## src/design/cft_pkg.sv

```systemverilog
`timescale 1ns / 1ps
// ----------------------------------------------------------------------------
// cft_pkg
// Shared types and constants of the correlation feedback tracker.
// ----------------------------------------------------------------------------
package cft_pkg;

    localparam int CFT_TABLE_DEPTH = 8;

    // command codes of an incoming transaction
    typedef enum logic [2:0] {
        OP_TRACK   = 3'd0,
        OP_RESULT  = 3'd1,
        OP_SERVICE = 3'd2,
        OP_POP     = 3'd3,
        OP_DISC    = 3'd4
    } op_t;

    // feedback kinds stored in the ring
    localparam logic [1:0] KIND_SEM_ACC = 2'd0;
    localparam logic [1:0] KIND_SEM_REJ = 2'd1;
    localparam logic [1:0] KIND_SVC_ACC = 2'd2;
    localparam logic [1:0] KIND_SVC_REJ = 2'd3;

    typedef struct packed {
        logic [2:0]  cmd;
        logic [31:0] corr_id;
        logic        accepted;
    } item_t;

    typedef struct packed {
        logic        ok;
        logic [31:0] feedback_id;
        logic [1:0]  feedback_kind;
        logic [3:0]  pend_count;
        logic [3:0]  queued_count;
    } result_t;

    typedef struct packed {
        logic [1:0]  kind;
        logic [31:0] id;
    } ring_entry_t;

    typedef enum logic [2:0] {
        ST_IDLE,
        ST_DISPATCH,
        ST_SCAN,
        ST_LAST_RD,
        ST_MOVE,
        ST_POP_RD,
        ST_POP,
        ST_DONE
    } state_t;

    // controller -> datapath
    typedef struct packed {
        logic load;
        logic scan_step;
        logic tab_append;
        logic last_rd;
        logic tab_move;
        logic ring_push;
        logic ring_rd;
        logic ring_pop;
        logic clear;
        logic set_ok;
        logic emit;
    } ctl_cmd_t;

    // datapath -> controller
    typedef struct packed {
        op_t  op;
        logic id_zero;
        logic tab_full;
        logic ring_full;
        logic ring_empty;
        logic hit;
        logic scan_end;
        logic out_free;
    } ctl_sts_t;

endpackage

```

## src/design/cft_ctrl.sv

```systemverilog
`timescale 1ns / 1ps
// ----------------------------------------------------------------------------
// cft_ctrl
// Sequencer: steps one transaction through lookup, table and ring updates.
// ----------------------------------------------------------------------------
module cft_ctrl
    import cft_pkg::*;
(
    input  logic     clk,
    input  logic     rst_n,
    input  logic     req_valid,
    output logic     req_stall,
    input  ctl_sts_t sts,
    output ctl_cmd_t cmd
);

    state_t state_reg;
    state_t state_next;

    always_ff @(posedge clk or negedge rst_n)
    begin
        if (!rst_n)
        begin
            state_reg <= ST_IDLE;
        end
        else
        begin
            state_reg <= state_next;
        end
    end

    assign req_stall = (state_reg != ST_IDLE);

    always_comb
    begin
        state_next = state_reg;
        cmd        = '0;
        case (state_reg)
            ST_IDLE:
            begin
                if (req_valid)
                begin
                    cmd.load   = 1'b1;
                    state_next = ST_DISPATCH;
                end
            end
            ST_DISPATCH:
            begin
                case (sts.op)
                    OP_TRACK:
                    begin
                        if (sts.id_zero || sts.tab_full)
                        begin
                            state_next = ST_DONE;
                        end
                        else
                        begin
                            state_next = ST_SCAN;
                        end
                    end
                    OP_RESULT:
                    begin
                        state_next = ST_SCAN;
                    end
                    OP_SERVICE:
                    begin
                        if (!sts.id_zero && !sts.ring_full)
                        begin
                            cmd.ring_push = 1'b1;
                            cmd.set_ok    = 1'b1;
                        end
                        state_next = ST_DONE;
                    end
                    OP_POP:
                    begin
                        if (sts.ring_empty)
                        begin
                            state_next = ST_DONE;
                        end
                        else
                        begin
                            state_next = ST_POP_RD;
                        end
                    end
                    OP_DISC:
                    begin
                        cmd.clear  = 1'b1;
                        state_next = ST_DONE;
                    end
                    default:
                    begin
                        state_next = ST_DONE;
                    end
                endcase
            end
            ST_SCAN:
            begin
                if (sts.hit)
                begin
                    if (sts.op == OP_TRACK)
                    begin
                        cmd.set_ok = 1'b1;
                        state_next = ST_DONE;
                    end
                    else if (sts.ring_full)
                    begin
                        state_next = ST_DONE;
                    end
                    else
                    begin
                        cmd.ring_push = 1'b1;
                        cmd.set_ok    = 1'b1;
                        state_next    = ST_LAST_RD;
                    end
                end
                else if (sts.scan_end)
                begin
                    if (sts.op == OP_TRACK)
                    begin
                        cmd.tab_append = 1'b1;
                        cmd.set_ok     = 1'b1;
                    end
                    state_next = ST_DONE;
                end
                else
                begin
                    // hold the address of a hit: step only while no match
                    cmd.scan_step = 1'b1;
                end
            end
            ST_LAST_RD:
            begin
                cmd.last_rd = 1'b1;
                state_next  = ST_MOVE;
            end
            ST_MOVE:
            begin
                cmd.tab_move = 1'b1;
                state_next   = ST_DONE;
            end
            ST_POP_RD:
            begin
                cmd.ring_rd = 1'b1;
                state_next  = ST_POP;
            end
            ST_POP:
            begin
                cmd.ring_pop = 1'b1;
                cmd.set_ok   = 1'b1;
                state_next   = ST_DONE;
            end
            ST_DONE:
            begin
                if (sts.out_free)
                begin
                    cmd.emit   = 1'b1;
                    state_next = ST_IDLE;
                end
            end
            default:
            begin
                state_next = ST_IDLE;
            end
        endcase
    end

endmodule

```

## src/design/cft_datapath.sv

```systemverilog
`timescale 1ns / 1ps
// ----------------------------------------------------------------------------
// cft_datapath
// Pending id table, feedback ring, counters and the result register.
// ----------------------------------------------------------------------------
module cft_datapath
    import cft_pkg::*;
#(
    parameter int TABLE_DEPTH = CFT_TABLE_DEPTH
)
(
    input  logic     clk,
    input  logic     rst_n,
    input  item_t    req,
    output logic     rsp_valid,
    input  logic     rsp_stall,
    output result_t  rsp,
    input  ctl_cmd_t cmd,
    output ctl_sts_t sts
);

    localparam int AW = (TABLE_DEPTH > 1) ? $clog2(TABLE_DEPTH) : 1;
    localparam int CW = $clog2(TABLE_DEPTH + 1);

    // captured transaction
    op_t         op_reg;
    logic [31:0] id_reg;
    logic        acc_reg;

    logic        ok_reg;
    logic [31:0] fid_reg;
    logic [1:0]  kind_reg;

    logic [CW-1:0] pend_total_reg;
    logic [CW-1:0] ring_total_reg;
    logic [AW-1:0] ring_head_reg;

    // pending table memory and its scan
    logic [31:0]   pend_mem [TABLE_DEPTH];
    logic [31:0]   pend_rdata_reg;
    logic [CW-1:0] scan_idx_reg;
    logic [AW-1:0] pos_reg;
    logic          rd_vld_reg;
    logic          scan_issue;
    logic          pend_rd_en;
    logic [AW-1:0] pend_rd_addr;
    logic [CW-1:0] last_cnt;
    logic          pend_we;
    logic [AW-1:0] pend_waddr;
    logic [31:0]   pend_wdata;

    // feedback ring memory
    ring_entry_t   ring_mem [TABLE_DEPTH];
    ring_entry_t   ring_rdata_reg;
    ring_entry_t   push_entry;
    logic [CW:0]   slot_sum;
    logic [CW:0]   slot_wrap;
    logic [AW-1:0] push_slot;
    logic [AW-1:0] head_inc;

    result_t       rsp_reg;
    logic          rsp_valid_reg;
    logic [CW+3:0] pend_ext;
    logic [CW+3:0] ring_ext;

    assign scan_issue   = cmd.scan_step && (scan_idx_reg < pend_total_reg);
    assign last_cnt     = pend_total_reg - CW'(1);
    assign pend_rd_en   = scan_issue || cmd.last_rd;
    assign pend_rd_addr = cmd.last_rd ? last_cnt[AW-1:0] : scan_idx_reg[AW-1:0];
    assign pend_we      = cmd.tab_append || cmd.tab_move;
    assign pend_waddr   = cmd.tab_move ? pos_reg : pend_total_reg[AW-1:0];
    assign pend_wdata   = cmd.tab_move ? pend_rdata_reg : id_reg;

    // removal copies the last entry into the hole; ids are unique so order is free
    always_ff @(posedge clk)
    begin
        if (pend_rd_en)
        begin
            pend_rdata_reg <= pend_mem[pend_rd_addr];
        end
        if (pend_we)
        begin
            pend_mem[pend_waddr] <= pend_wdata;
        end
    end

    // tail slot = (head + total) mod depth, sum stays below twice the depth
    assign slot_sum  = {{(CW + 1 - AW){1'b0}}, ring_head_reg} + {1'b0, ring_total_reg};
    assign slot_wrap = (slot_sum >= (CW + 1)'(TABLE_DEPTH)) ?
                       slot_sum - (CW + 1)'(TABLE_DEPTH) : slot_sum;
    assign push_slot = slot_wrap[AW-1:0];
    assign head_inc  = (ring_head_reg == AW'(TABLE_DEPTH - 1)) ? '0 :
                       ring_head_reg + AW'(1);

    always_comb
    begin
        push_entry.id = id_reg;
        if (op_reg == OP_SERVICE)
        begin
            push_entry.kind = acc_reg ? KIND_SVC_ACC : KIND_SVC_REJ;
        end
        else
        begin
            push_entry.kind = acc_reg ? KIND_SEM_ACC : KIND_SEM_REJ;
        end
    end

    always_ff @(posedge clk)
    begin
        if (cmd.ring_rd)
        begin
            ring_rdata_reg <= ring_mem[ring_head_reg];
        end
        if (cmd.ring_push)
        begin
            ring_mem[push_slot] <= push_entry;
        end
    end

    // transaction capture and per-item result fields
    always_ff @(posedge clk)
    begin
        if (cmd.load)
        begin
            op_reg  <= op_t'(req.cmd);
            id_reg  <= req.corr_id;
            acc_reg <= req.accepted;
        end
        if (cmd.load)
        begin
            fid_reg  <= '0;
            kind_reg <= '0;
        end
        else if (cmd.ring_pop)
        begin
            fid_reg  <= ring_rdata_reg.id;
            kind_reg <= ring_rdata_reg.kind;
        end
        if (scan_issue)
        begin
            pos_reg <= scan_idx_reg[AW-1:0];
        end
    end

    always_ff @(posedge clk or negedge rst_n)
    begin
        if (!rst_n)
        begin
            ok_reg         <= 1'b0;
            scan_idx_reg   <= '0;
            rd_vld_reg     <= 1'b0;
            pend_total_reg <= '0;
            ring_total_reg <= '0;
            ring_head_reg  <= '0;
        end
        else
        begin
            rd_vld_reg <= scan_issue;
            if (cmd.load)
            begin
                ok_reg       <= 1'b0;
                scan_idx_reg <= '0;
            end
            else
            begin
                if (cmd.set_ok)
                begin
                    ok_reg <= 1'b1;
                end
                if (scan_issue)
                begin
                    scan_idx_reg <= scan_idx_reg + CW'(1);
                end
            end

            if (cmd.clear)
            begin
                pend_total_reg <= '0;
                ring_total_reg <= '0;
                ring_head_reg  <= '0;
            end
            else
            begin
                if (cmd.tab_append)
                begin
                    pend_total_reg <= pend_total_reg + CW'(1);
                end
                else if (cmd.tab_move)
                begin
                    pend_total_reg <= last_cnt;
                end
                if (cmd.ring_push)
                begin
                    ring_total_reg <= ring_total_reg + CW'(1);
                end
                else if (cmd.ring_pop)
                begin
                    ring_total_reg <= ring_total_reg - CW'(1);
                    ring_head_reg  <= head_inc;
                end
            end
        end
    end

    // counts are reported modulo sixteen
    assign pend_ext = {4'b0000, pend_total_reg};
    assign ring_ext = {4'b0000, ring_total_reg};

    always_ff @(posedge clk)
    begin
        if (cmd.emit)
        begin
            rsp_reg.ok            <= ok_reg;
            rsp_reg.feedback_id   <= fid_reg;
            rsp_reg.feedback_kind <= kind_reg;
            rsp_reg.pend_count    <= pend_ext[3:0];
            rsp_reg.queued_count  <= ring_ext[3:0];
        end
    end

    always_ff @(posedge clk or negedge rst_n)
    begin
        if (!rst_n)
        begin
            rsp_valid_reg <= 1'b0;
        end
        else if (cmd.emit)
        begin
            rsp_valid_reg <= 1'b1;
        end
        else if (!rsp_stall)
        begin
            rsp_valid_reg <= 1'b0;
        end
    end

    assign rsp_valid = rsp_valid_reg;
    assign rsp       = rsp_reg;

    assign sts.op         = op_reg;
    assign sts.id_zero    = (id_reg == 32'd0);
    assign sts.tab_full   = (pend_total_reg == CW'(TABLE_DEPTH));
    assign sts.ring_full  = (ring_total_reg == CW'(TABLE_DEPTH));
    assign sts.ring_empty = (ring_total_reg == '0);
    assign sts.hit        = rd_vld_reg && (pend_rdata_reg == id_reg);
    assign sts.scan_end   = !rd_vld_reg && (scan_idx_reg == pend_total_reg);
    assign sts.out_free   = !rsp_valid_reg || !rsp_stall;

endmodule

```

## src/design/correlation_feedback_tracker_unit.sv

```systemverilog
`timescale 1ns / 1ps
// ----------------------------------------------------------------------------
// correlation_feedback_tracker_unit
// Pending correlation id table with a ring of feedback entries.
// ----------------------------------------------------------------------------
// One transaction is handled at a time and answered with exactly one result.
// Service, disconnect, unused codes, pop of an empty ring and a track refused
// for id zero or a full table go from dispatch straight to the done state; a
// pop that returns an entry passes through the ring read and pop states. Track
// and command result search the pending table one entry per cycle through its
// single read port until a hit or the end of the table, and a matched command
// result that queues feedback then compacts the table through the last-entry
// read and move states. A finished result waits in the output register while
// the next transaction is accepted. No clearing pass is needed after reset.
module correlation_feedback_tracker_unit
    import cft_pkg::*;
#(
    parameter int TABLE_DEPTH = CFT_TABLE_DEPTH
)
(
    input  logic    clk,
    input  logic    rst_n,
    input  logic    req_valid,
    output logic    req_stall,
    input  item_t   req,
    output logic    rsp_valid,
    input  logic    rsp_stall,
    output result_t rsp
);

    ctl_cmd_t cmd;
    ctl_sts_t sts;

    cft_ctrl u_ctrl (
        .clk       (clk),
        .rst_n     (rst_n),
        .req_valid (req_valid),
        .req_stall (req_stall),
        .sts       (sts),
        .cmd       (cmd)
    );

    cft_datapath #(
        .TABLE_DEPTH (TABLE_DEPTH)
    ) u_datapath (
        .clk       (clk),
        .rst_n     (rst_n),
        .req       (req),
        .rsp_valid (rsp_valid),
        .rsp_stall (rsp_stall),
        .rsp       (rsp),
        .cmd       (cmd),
        .sts       (sts)
    );

    a_push_not_full: assert property (@(posedge clk) disable iff (!rst_n)
        cmd.ring_push |-> !sts.ring_full)
        else $error("feedback push into a full ring");

    a_append_not_full: assert property (@(posedge clk) disable iff (!rst_n)
        cmd.tab_append |-> !sts.tab_full)
        else $error("pending append into a full table");

    a_emit_slot_free: assert property (@(posedge clk) disable iff (!rst_n)
        cmd.emit |-> sts.out_free)
        else $error("result written over an untaken result");

    a_emit_then_valid: assert property (@(posedge clk) disable iff (!rst_n)
        cmd.emit |=> rsp_valid)
        else $error("emitted result not presented");

    a_one_table_write: assert property (@(posedge clk) disable iff (!rst_n)
        $onehot0({cmd.tab_append, cmd.tab_move, cmd.clear}))
        else $error("conflicting pending table updates");

endmodule

```

## config.mk

```make
export PLATFORM = sky130hd
export DESIGN_NAME = correlation_feedback_tracker_unit
export DESIGN_NICKNAME = d
export VERILOG_FILES = /design/src/design/cft_pkg.sv /design/src/design/cft_ctrl.sv /design/src/design/cft_datapath.sv /design/src/design/correlation_feedback_tracker_unit.sv
export SDC_FILE = /design/constraint.sdc
export NUM_CORES = 1
export LEC_CHECK = 0
export BUFFER_PORTS_ARGS = -buffer_cell sky130_fd_sc_hd__buf_2
export CORE_UTILIZATION = 60
export CTS_CLUSTER_DIAMETER = 40
export DETAILED_ROUTE_END_ITERATION = 6
export GPL_ROUTABILITY_DRIVEN = 0
export GPL_TIMING_DRIVEN = 0
export PLACE_DENSITY = 0.77
export REMOVE_ABC_BUFFERS = 1
export SLEW_MARGIN = 10
export SYNTH_ARGS = -nofsm -noshare
export SYNTH_HDL_FRONTEND = slang
export SYNTH_SLANG_ARGS = --single-unit
```

## constraint.sdc

```tcl
create_clock -name clk -period 7.85 [get_ports clk]
set_input_delay 0.785 -clock clk [delete_from_list [all_inputs] [get_ports clk]]
set_output_delay 0.785 -clock clk [all_outputs]
set_load 0.02 [all_outputs]
```

==> results of run 1 <==
cell usage after synthesis (4+ instances only):
master,instances
sky130_fd_sc_hd__a21oi_1,45
sky130_fd_sc_hd__mux2i_1,7
sky130_fd_sc_hd__dfrtp_1,21
sky130_fd_sc_hd__a31oi_1,5
sky130_fd_sc_hd__buf_1,4
sky130_fd_sc_hd__nand3_1,8
sky130_fd_sc_hd__nand3b_1,4
sky130_fd_sc_hd__ha_1,12
sky130_fd_sc_hd__mux2_2,67
sky130_fd_sc_hd__o21ai_0,11
sky130_fd_sc_hd__buf_2,15
sky130_fd_sc_hd__xnor2_1,30
sky130_fd_sc_hd__nor3_1,18
sky130_fd_sc_hd__mux4_2,132
sky130_fd_sc_hd__nand2b_1,5
sky130_fd_sc_hd__clkbuf_1,35
sky130_fd_sc_hd__inv_1,19
sky130_fd_sc_hd__and3b_1,4
sky130_fd_sc_hd__nand4_1,13
sky130_fd_sc_hd__nor2_1,23
sky130_fd_sc_hd__buf_6,8
sky130_fd_sc_hd__edfxtp_1,676
sky130_fd_sc_hd__nand2_1,180
sky130_fd_sc_hd__dfxtp_1,34
sky130_fd_sc_hd__nor4_1,12
per-layer routing:
| layer | GRT usage [%] | vias up | wire length (µm) | share of wire, % |
|---|---|---|---|---|
| met1 | 34.2 | 7488 | 23000 | 38 |
| met4 | 11.5 | 0 | 2140 | 3.5 |
| li1 | - | 6095 | - | - |
| met5 | 0 | - | 0 | 0 |
| met3 | 3.88 | 155 | 4140 | 6.8 |
| met2 | 45.8 | 723 | 31700 | 52 |
final timing paths:
check,end,slack [ns],start
max,u_datapath.ring_mem[2][13],3.18,u_datapath.id_reg[20]
max reg2reg,u_datapath.ring_mem[2][13],3.18,u_datapath.id_reg[20]
max in group asynchronous,u_datapath.ring_head_reg[0],7.33,rst_n
min,u_datapath.ring_total_reg[1],0.12,rst_n
min in group clk,u_datapath.id_reg[8],0.32,req[9]
min reg2reg,u_datapath.rsp[9],0.43,u_datapath.kind_reg[1]
per-stage QoR:
stage | setup TNS [ns] | std cells
6_report | 0 | 2293
5_1_grt | 0 | 2293
4_1_cts | 0 | 2293
3_5_place_dp | 0 | 2129
3_3_place_gp | -1307.64 | 2056
2_1_floorplan | 0 | 1372
power groups by stage:
| stage | combinational (mW) | clock [mW] | sequential, mW |
|---|---|---|---|
| floorplan | 2.24 | 0 | 5.58 |
| global placement | 3.02 | 0 | 5.64 |
| detailed placement | 3.33 | 0 | 5.52 |
| CTS | 3.39 | 4.04 | 5.45 |
| global route | 3.61 | 4.19 | 5.51 |
| finish | 3.35 | 4.00 | 5.46 |
layout by cell type, fill, tap and decap left out, drive strengths merged, types with 2 or more instances in the layout:
master    synthesis  routed
a21oi            45      45
a31oi             5       5
and2              3       3
and3              3       3
and3b             4       4
buf              27     157
bufinv            0       5
clkbuf           35      98
clkinv            1      33
clkinvlp          0      12
dfrtp            21      21
dfxtp            34      34
edfxtp          676     676
fa                2       2
ha               12      12
inv              19      36
mux2             67      67
mux2i             7       7
mux4            132     132
nand2           180     180
nand2b            5       5
nand3             8       8
nand3b            5       5
nand4            13      13
nor2             23      23
nor3             18      18
nor3b             3       3
nor4             12      12
nor4b             3       3
o2111ai           3       3
o211ai            2       2
o21a              3       3
o21ai            12      12
o31ai             2       2
or2               2       2
or3b              2       2
xnor2            30      30
xor2              3       3
worst max-delay path, stage by stage (launching register included):
cell                       delay [ns]
sky130_fd_sc_hd__edfxtp_1        0.62
sky130_fd_sc_hd__xnor2_1         0.45
sky130_fd_sc_hd__nand4_1         0.29
sky130_fd_sc_hd__nor3_1          0.21
sky130_fd_sc_hd__nand4_1         0.43
sky130_fd_sc_hd__o21a_1          0.55
sky130_fd_sc_hd__nor4b_2         0.78
sky130_fd_sc_hd__buf_4           0.31
sky130_fd_sc_hd__buf_4           0.20
sky130_fd_sc_hd__buf_4           0.17
sky130_fd_sc_hd__buf_4           0.15
sky130_fd_sc_hd__buf_4           0.18
logic make-up (layout without fill, tap and decap cells):
kind of cell,Yosys count,count (layout),share of synthesized area [%]
adders and majority gates,14,14,0.681
and+or+nand+nor,287,287,4.63
AOI/OAI and AO/OA,81,81,1.71
xor gates and xnor gates,33,33,1.03
DFF,731,731,77.0
buffers and inverters,82,341,1.38
muxes,206,206,13.6
final cells by class:
type | instances | area, µm² | area share, %
Timing Repair Buffer | 157 | 1400 | 4.26
Clock inverter | 66 | 681 | 2.07
Multi-Input combinational cell | 621 | 6210 | 18.9
Sequential cell | 731 | 21500 | 65.4
Clock buffer | 98 | 2250 | 6.84
Inverter | 20 | 80.1 | 0.243
Tap cell | 600 | 751 | 2.28
==> flow_summary.html, run 1 <==
<table>
<tr><th>Metric</th><th>Value</th></tr>
<tr><th colspan="2">Routing</th></tr>
<tr><td>Average detailed-routed wire length per instance</td><td>26.6 µm</td></tr>
<tr><td>Initial DRC Count</td><td>1571</td></tr>
<tr><td>Per-cell via count in the routed design</td><td>6.31</td></tr>
<tr><td>Antenna violation net count after detailed routing</td><td>0</td></tr>
<tr><td>Number of iterations in the first detailed-routing pass</td><td>5</td></tr>
<tr><td>Detailed-route wire length</td><td>61000 µm</td></tr>
<tr><td>Vias post-DR</td><td>14500</td></tr>
<tr><td>Drc violations</td><td>0</td></tr>
<tr><th colspan="2">GRT</th></tr>
<tr><td>All-layer global routing usage</td><td>26.7%</td></tr>
<tr><td>Initial antenna violation count</td><td>0</td></tr>
<tr><td>Global-route wire length before repair</td><td>91500 µm</td></tr>
<tr><td>Largest net degree at the start of global routing</td><td>71</td></tr>
<tr><td>Vias in the first global route</td><td>15000</td></tr>
<tr><td>Overflow after GRT</td><td>0</td></tr>
<tr><th colspan="2">STA</th></tr>
<tr><td>Final-report setup violation count</td><td>0</td></tr>
<tr><td>Final critical delay including setup and external delays</td><td>4.67 ns</td></tr>
<tr><td>Post-route worst hold slack</td><td>0.120 ns</td></tr>
<tr><td>Rel. slew slack</td><td>27.0%</td></tr>
<tr><td>Hold violation count in the final report</td><td>0</td></tr>
<tr><td>Worst path setup slack after routing</td><td>3.18 ns</td></tr>
<tr><td>Worst clock skew</td><td>0.0226 ns</td></tr>
<tr><td>Actual slew at the worst max-slew pin</td><td>1.09 ns</td></tr>
<tr><td>Number of max-slew violations in the final report</td><td>0</td></tr>
<tr><td>Peak clock frequency supported by timing</td><td>214 MHz</td></tr>
<tr><td>Setup repair after global routing missed its margin</td><td>no</td></tr>
<tr><td>Fraction of the cycle the final worst path needs</td><td>59.5%</td></tr>
<tr><th colspan="2">Final layout</th></tr>
<tr><td>Number of nets in the layout</td><td>1673</td></tr>
<tr><td>Max reg flops</td><td>272</td></tr>
<tr><td>Final core occ</td><td>72.0%</td></tr>
<tr><td>Share of layout cells above drive strength 1</td><td>31.7%</td></tr>
<tr><td>Post-route cell area</td><td>0.0329 mm²</td></tr>
<tr><td>Layout Area Growth over Synthesis</td><td>17.7%</td></tr>
<tr><td>Count of filler cells inserted in the layout</td><td>2591</td></tr>
<tr><td>Count of inserted antenna diode cells</td><td>0</td></tr>
<tr><th colspan="2">Synthesis</th></tr>
<tr><td>Syn Std Cell Area</td><td>0.0279 mm²</td></tr>
<tr><td>Flip-flop and latch count after synthesis</td><td>731</td></tr>
<tr><td>Prevailing post-synth register cell</td><td>sky130_fd_sc_hd__edfxtp_1</td></tr>
<tr><td>Number of synthesized flops with an enable pin</td><td>676</td></tr>
<tr><td>Post-synth top area cell</td><td>sky130_fd_sc_hd__edfxtp_1</td></tr>
<tr><td>Synth cell types</td><td>52</td></tr>
<tr><td>Leading post-synthesis cells by cell area</td><td>sky130_fd_sc_hd__edfxtp_1 (73%), sky130_fd_sc_hd__mux4_2 (11%), sky130_fd_sc_hd__mux2_2 (2.7%)</td></tr>
<tr><td>Count of yosys warnings during synthesis</td><td>0</td></tr>
<tr><td>Synth async-reset ratio</td><td>2.87%</td></tr>
<tr><td>Fraction of the yosys area taken by sequential cells</td><td>77.0%</td></tr>
<tr><td>Avg Synthesized Cell Area</td><td>19.5 µm²</td></tr>
<tr><td>Number of instances in the synthesized netlist</td><td>1434</td></tr>
<tr><td>Area fraction of the dominant cell type after synthesis</td><td>72.7%</td></tr>
<tr><th colspan="2">Pwr</th></tr>
<tr><td>Max IR drop VDD</td><td>0.229 mV</td></tr>
<tr><td>Proportion of total power due to net switching</td><td>30.0%</td></tr>
<tr><td>Share of power burned in registers</td><td>42.6%</td></tr>
<tr><td>Combinational group share of total power</td><td>26.2%</td></tr>
<tr><td>Leakage power summed over all cells</td><td>11.1 nW</td></tr>
<tr><td>Pint</td><td>8.97 mW</td></tr>
<tr><td>Total power draw</td><td>12.8 mW</td></tr>
<tr><td>Power density of the placed cells</td><td>389 mW/mm²</td></tr>
<tr><td>Clock group share of total power</td><td>31.2%</td></tr>
<tr><td>P_sw</td><td>3.84 mW</td></tr>
<tr><th colspan="2">Min path</th></tr>
<tr><td>Hold Path Class</td><td>in2async</td></tr>
<tr><th colspan="2">Clock network</th></tr>
<tr><td>Post-CTS clock slew at the launch and capture registers of the worst setup and hold paths</td><td>0.06 ns</td></tr>
<tr><td>Maximum number of buffers from clock root to sink</td><td>3</td></tr>
<tr><td># hold bufs at CTS</td><td>0</td></tr>
<tr><td>Clock latency on the worst-skew pair</td><td>0.65 ns</td></tr>
<tr><td>Number of buffers created by CTS</td><td>88</td></tr>
<tr><td>CTS-repair resized insts</td><td>0</td></tr>
<tr><td>CTS root buf</td><td>sky130_fd_sc_hd__clkbuf_16</td></tr>
<tr><td>Number of levels in the clock H-tree</td><td>3</td></tr>
<tr><td>TritonCTS clock tree</td><td>built</td></tr>
<tr><td>Buffer count from post-CTS setup fixing</td><td>0</td></tr>
<tr><td>Num Clock Sinks</td><td>731</td></tr>
<tr><th colspan="2">Worst setup path</th></tr>
<tr><td>Cell depth of the worst flop-to-flop path</td><td>11</td></tr>
<tr><td>Category of the worst setup path capture point</td><td>register</td></tr>
<tr><td>Critical path fanouts, max</td><td>11</td></tr>
<tr><td>Data required time of the critical path</td><td>8.19 ns</td></tr>
<tr><td>Element type at the critical path start</td><td>register</td></tr>
<tr><td>Data arrival at the endpoint of the critical path</td><td>5.01 ns</td></tr>
<tr><td>Type of the worst setup path</td><td>reg2reg</td></tr>
<tr><th colspan="2">Die</th></tr>
<tr><td>Starting density of the core</td><td>61.2%</td></tr>
<tr><td>Number of rows in the core area</td><td>78</td></tr>
<tr><td>Core region area</td><td>0.0457 mm²</td></tr>
<tr><td>Overall die width</td><td>218 µm</td></tr>
<tr><td>Boundary Pins</td><td>85</td></tr>
<tr><td>Vertical die dimension</td><td>218 µm</td></tr>
<tr><td>Total die area</td><td>0.0474 mm²</td></tr>
<tr><th colspan="2">Placement</th></tr>
<tr><td>Port bufs</td><td>84</td></tr>
<tr><td>Placed standard-cell area</td><td>0.0300 mm²</td></tr>
<tr><td>Post-place setup slack</td><td>3.28 ns</td></tr>
<tr><td>HPWL after DPL</td><td>36600 µm</td></tr>
<tr><th colspan="2">Flow run</th></tr>
<tr><td>Number of max-cap violations</td><td>0</td></tr>
<tr><th colspan="2">Status</th></tr>
<tr><td>Result of the run</td><td>completed</td></tr>
</table>
Power figures use the tool's default switching activity.
==> run 2, diff against run 1 <==
--- a/config.mk
+++ b/config.mk
@@ -5,13 +5,14 @@
 export SDC_FILE = /design/constraint.sdc
 export NUM_CORES = 1
 export LEC_CHECK = 0
+export ABC_AREA = 1
 export BUFFER_PORTS_ARGS = -buffer_cell sky130_fd_sc_hd__buf_2
-export CORE_UTILIZATION = 60
+export CORE_UTILIZATION = 56
 export CTS_CLUSTER_DIAMETER = 40
 export DETAILED_ROUTE_END_ITERATION = 6
 export GPL_ROUTABILITY_DRIVEN = 0
 export GPL_TIMING_DRIVEN = 0
-export PLACE_DENSITY = 0.77
+export PLACE_DENSITY = 0.76
 export REMOVE_ABC_BUFFERS = 1
 export SLEW_MARGIN = 10
 export SYNTH_ARGS = -nofsm -noshare
==> constraint.sdc (replaced) <==
create_clock -name clk -period 4.2 [get_ports clk]
set_input_delay 0.42 -clock clk [delete_from_list [all_inputs] [get_ports clk]]
set_output_delay 0.42 -clock clk [all_outputs]
set_load 0.02 [all_outputs]
==> run 2 against run 1 <==
The run now ends with design-rule violations left. Sequential share of layout area shrank 2.4 points. Fmax up 22%. Non-clock buffer count rose by 14. Largest power group is now the clock network. Clock power is 100% higher. Synthesized area rose by 2.8%. Clock-buffer cell count up 13. Final area is 3.8% higher. Synthesized cell count up 62%.
==> flow_summary.html, run 2 <==
<table>
<tr><th>Metric</th><th>Value</th></tr>
<tr><th colspan="2">Synthesis</th></tr>
<tr><td>Fraction of the yosys area taken by sequential cells</td><td>74.9%</td></tr>
<tr><td>Number of instances in the synthesized netlist</td><td>2325</td></tr>
<tr><td>Number of synthesized flops with an enable pin</td><td>676</td></tr>
<tr><td>Synth cell types</td><td>41</td></tr>
<tr><td>Leading post-synthesis cells by cell area</td><td>sky130_fd_sc_hd__edfxtp_1 (71%), sky130_fd_sc_hd__nor2_1 (7.0%), sky130_fd_sc_hd__o21ai_0 (4.6%)</td></tr>
<tr><td>Count of yosys warnings during synthesis</td><td>0</td></tr>
<tr><td>Prevailing post-synth register cell</td><td>sky130_fd_sc_hd__edfxtp_1</td></tr>
<tr><td>Avg Synthesized Cell Area</td><td>12.4 µm²</td></tr>
<tr><td>Area fraction of the dominant cell type after synthesis</td><td>70.7%</td></tr>
<tr><td>Synth async-reset ratio</td><td>2.87%</td></tr>
<tr><td>Post-synth top area cell</td><td>sky130_fd_sc_hd__edfxtp_1</td></tr>
<tr><td>Flip-flop and latch count after synthesis</td><td>731</td></tr>
<tr><td>Syn Std Cell Area</td><td>0.0287 mm²</td></tr>
<tr><td>Synth top cells by count</td><td>sky130_fd_sc_hd__edfxtp_1 (676), sky130_fd_sc_hd__nor2_1 (535), sky130_fd_sc_hd__o21ai_0 (262), sky130_fd_sc_hd__nand2_1 (249), sky130_fd_sc_hd__inv_1 (100)</td></tr>
<tr><td>Most used standard cell by instance count after synthesis</td><td>sky130_fd_sc_hd__edfxtp_1</td></tr>
<tr><th colspan="2">STA</th></tr>
<tr><td>Setup repair after global routing missed its margin</td><td>no</td></tr>
<tr><td>Peak clock frequency supported by timing</td><td>261 MHz</td></tr>
<tr><td>Number of max-slew violations in the final report</td><td>0</td></tr>
<tr><td>Final critical delay including setup and external delays</td><td>3.83 ns</td></tr>
<tr><td>Rel. slew slack</td><td>28.9%</td></tr>
<tr><td>Worst clock skew</td><td>0.0386 ns</td></tr>
<tr><td>Hold violation count in the final report</td><td>0</td></tr>
<tr><td>Actual slew at the worst max-slew pin</td><td>1.06 ns</td></tr>
<tr><td>Final-report setup violation count</td><td>0</td></tr>
<tr><td>Fraction of the cycle the final worst path needs</td><td>91.2%</td></tr>
<tr><th colspan="2">Worst setup path</th></tr>
<tr><td>Data required time of the critical path</td><td>4.54 ns</td></tr>
<tr><td>Critical-path cell with the highest stage delay</td><td>sky130_fd_sc_hd__edfxtp_1</td></tr>
<tr><td>Critical path fanouts, max</td><td>19</td></tr>
<tr><td>Data arrival at the endpoint of the critical path</td><td>4.17 ns</td></tr>
<tr><td>Dominant delay contributor by cell family on the critical path</td><td>simple AND/OR/NAND/NOR gates</td></tr>
<tr><td>Total buffers and inverters traversed by the critical path</td><td>3</td></tr>
<tr><td>Category of the worst setup path capture point</td><td>register</td></tr>
<tr><td>Type of the worst setup path</td><td>reg2reg</td></tr>
<tr><td>CP max stage delay</td><td>0.66 ns</td></tr>
<tr><td>CP cell instances</td><td>inv_1 &gt; nand2_1 &gt; nand2_1 &gt; nor2_1 &gt; nand2_1 &gt; nor2_1 &gt; nand2_1 &gt; nor2_1 &gt; nand4_1 &gt; nand2_1 &gt; inv_2 &gt; or2_1 &gt; nor2_4 &gt; buf_12</td></tr>
<tr><td>Element type at the critical path start</td><td>register</td></tr>
<tr><td>Most prevalent standard cell on the critical path</td><td>sky130_fd_sc_hd__nand2_1</td></tr>
<tr><th colspan="2">GRT</th></tr>
<tr><td>Global-route wire length before repair</td><td>103000 µm</td></tr>
<tr><td>Initial antenna violation count</td><td>0</td></tr>
<tr><td>Overflow after GRT</td><td>0</td></tr>
<tr><td>Vias in the first global route</td><td>19000</td></tr>
<tr><td>All-layer global routing usage</td><td>25.6%</td></tr>
<tr><td>Largest net degree at the start of global routing</td><td>85</td></tr>
<tr><th colspan="2">Final layout</th></tr>
<tr><td>Post-route cell area</td><td>0.0341 mm²</td></tr>
<tr><td>Commonest cells after routing, fill and taps aside</td><td>sky130_fd_sc_hd__edfxtp_1 (676), sky130_fd_sc_hd__nor2_1 (521), sky130_fd_sc_hd__o21ai_0 (262)</td></tr>
<tr><td>Count of non-filler cells in the finished layout</td><td>3227</td></tr>
<tr><td>Multi-input combinational cell area</td><td>0.00647 mm²</td></tr>
<tr><td>Combined flip-flop and latch cell area</td><td>0.0215 mm²</td></tr>
<tr><td>Count of filler cells inserted in the layout</td><td>3275</td></tr>
<tr><td>Count of inserted antenna diode cells</td><td>0</td></tr>
<tr><td>Layout Area Growth over Synthesis</td><td>18.8%</td></tr>
<tr><td>Share of layout cells above drive strength 1</td><td>13.1%</td></tr>
<tr><td>Number of nets in the layout</td><td>2530</td></tr>
<tr><td>Max reg flops</td><td>272</td></tr>
<tr><td>Leading cell type in the layout, fill and taps excluded</td><td>sky130_fd_sc_hd__edfxtp_1</td></tr>
<tr><th colspan="2">Pwr</th></tr>
<tr><td>Max IR drop VDD</td><td>0.365 mV</td></tr>
<tr><td>Power density of the placed cells</td><td>472 mW/mm²</td></tr>
<tr><td>Leakage power summed over all cells</td><td>12.1 nW</td></tr>
<tr><th colspan="2">Min path</th></tr>
<tr><td>Hold Path Class</td><td>in2reg</td></tr>
<tr><th colspan="2">Clock network</th></tr>
<tr><td>TritonCTS clock tree</td><td>built</td></tr>
<tr><td>Number of levels in the clock H-tree</td><td>3</td></tr>
<tr><td>Maximum number of buffers from clock root to sink</td><td>3</td></tr>
<tr><td>CTS root buf</td><td>sky130_fd_sc_hd__clkbuf_16</td></tr>
<tr><td># hold bufs at CTS</td><td>37</td></tr>
<tr><td>Buffer count from post-CTS setup fixing</td><td>0</td></tr>
<tr><td>Post-CTS clock slew at the launch and capture registers of the worst setup and hold paths</td><td>0.06 ns</td></tr>
<tr><td>CTS-repair resized insts</td><td>0</td></tr>
<tr><td>Clock latency on the worst-skew pair</td><td>0.66 ns</td></tr>
<tr><td>Num Clock Sinks</td><td>731</td></tr>
<tr><td>Number of buffers created by CTS</td><td>93</td></tr>
<tr><th colspan="2">Routing</th></tr>
<tr><td>Drc violations</td><td>2</td></tr>
<tr><td>Detailed-route wire length</td><td>67000 µm</td></tr>
<tr><td>Vias post-DR</td><td>19100</td></tr>
<tr><td>Per-cell via count in the routed design</td><td>5.93</td></tr>
<tr><td>Antenna violation net count after detailed routing</td><td>0</td></tr>
<tr><td>Initial DRC Count</td><td>2172</td></tr>
<tr><td>Number of iterations in the first detailed-routing pass</td><td>7</td></tr>
<tr><td>Average detailed-routed wire length per instance</td><td>20.8 µm</td></tr>
<tr><th colspan="2">Die</th></tr>
<tr><td>Number of rows in the core area</td><td>82</td></tr>
<tr><td>Boundary Pins</td><td>85</td></tr>
<tr><td>Overall die width</td><td>228 µm</td></tr>
<tr><td>Total die area</td><td>0.0522 mm²</td></tr>
<tr><td>Vertical die dimension</td><td>228 µm</td></tr>
<tr><td>Core region area</td><td>0.0504 mm²</td></tr>
<tr><td>Starting density of the core</td><td>57.0%</td></tr>
<tr><th colspan="2">Status</th></tr>
<tr><td>Violated checks</td><td>design-rule violations</td></tr>
<tr><td>Result of the run</td><td>finished with violations</td></tr>
<tr><th colspan="2">Placement</th></tr>
<tr><td>Placed standard-cell area</td><td>0.0305 mm²</td></tr>
<tr><td>Cell count after placement</td><td>3016</td></tr>
<tr><td>HPWL after DPL</td><td>38700 µm</td></tr>
<tr><td>Port bufs</td><td>84</td></tr>
<tr><th colspan="2">Flow run</th></tr>
<tr><td>Number of max-cap violations</td><td>0</td></tr>
</table>
run 2: path summary, 6_finish.rpt:
| path | start | endpoint | slack [ns] | depth (start not counted) |
|---|---|---|---|---|
| worst max-delay path | u_datapath.id_reg[26] | u_datapath.ring_mem[0][0] | 0.37 | 14 |
| worst min-delay path | rsp_stall | u_datapath.rsp_valid | 0.08 | 3 |
| worst max register to register | u_datapath.id_reg[26] | u_datapath.ring_mem[0][0] | 0.37 | 14 |
| worst min register to register | u_datapath.fid_reg[15] | u_datapath.rsp[25] | 0.43 | 0 |
| max in group asynchronous | rst_n | u_datapath.ring_head_reg[0] | 3.49 | 2 |
| min in group asynchronous | rst_n | u_datapath.ring_head_reg[1] | 0.29 | 2 |
run 2: area by class of cell:
class,instances,area share [%]
clock buffer,111,7.16
clock inverter,63,2.48
inverter,107,1.21
multi-input combinational,1372,19.0
sequential,731,63.0
tap,672,2.46
timing repair buffer,171,4.69
run 2: kinds of logic after synthesis:
logic type,Yosys count,synth area share [%]
simple gates,848,11.6
flops,731,74.9
compound gates,497,9.35
buf+inv,222,3.18
fa+ha+maj,14,0.662
xor+xnor,13,0.396
run 2: routing by layer:
layer | up-vias | routed length (µm) | global-route usage (%)
li1 | 8609 | - | -
met5 | - | 0 | 0
met2 | 1035 | 33400 | 43.4
met3 | 218 | 5840 | 4.50
met4 | 0 | 2650 | 12.6
met1 | 9276 | 25100 | 31.9
run 2: through the flow:
stage          setup TNS [ns]  utilization [%]  hold WS, ns  worst slack [ns]  power, mW
2_1_floorplan         -405.72                -        0.124             -1.37       8.03
3_3_place_gp         -2281.18             58.5        0.412             -4.79       8.06
3_5_place_dp                0             60.5        0.413             0.528       8.06
4_1_cts                     0             67.8       0.0286             0.459       16.2
5_1_grt                     0             67.8       0.0950             0.259       16.5
6_report                    0             67.8       0.0823             0.371       16.1
run 2: report_power, final:
| part | switching [mW] | internal, mW |
|---|---|---|
| clock network | 3.23 | 4.95 |
| logic | 0.0245 | 0.0435 |
| registers | 0.00816 | 7.86 |
| total | 3.26 | 12.9 |
run 2: worst min-delay path: cells and delay by family:
kind	cells	cell delay, ns
buffers and inverters	1	0.09
AND/OR/NAND/NOR	2	0.16
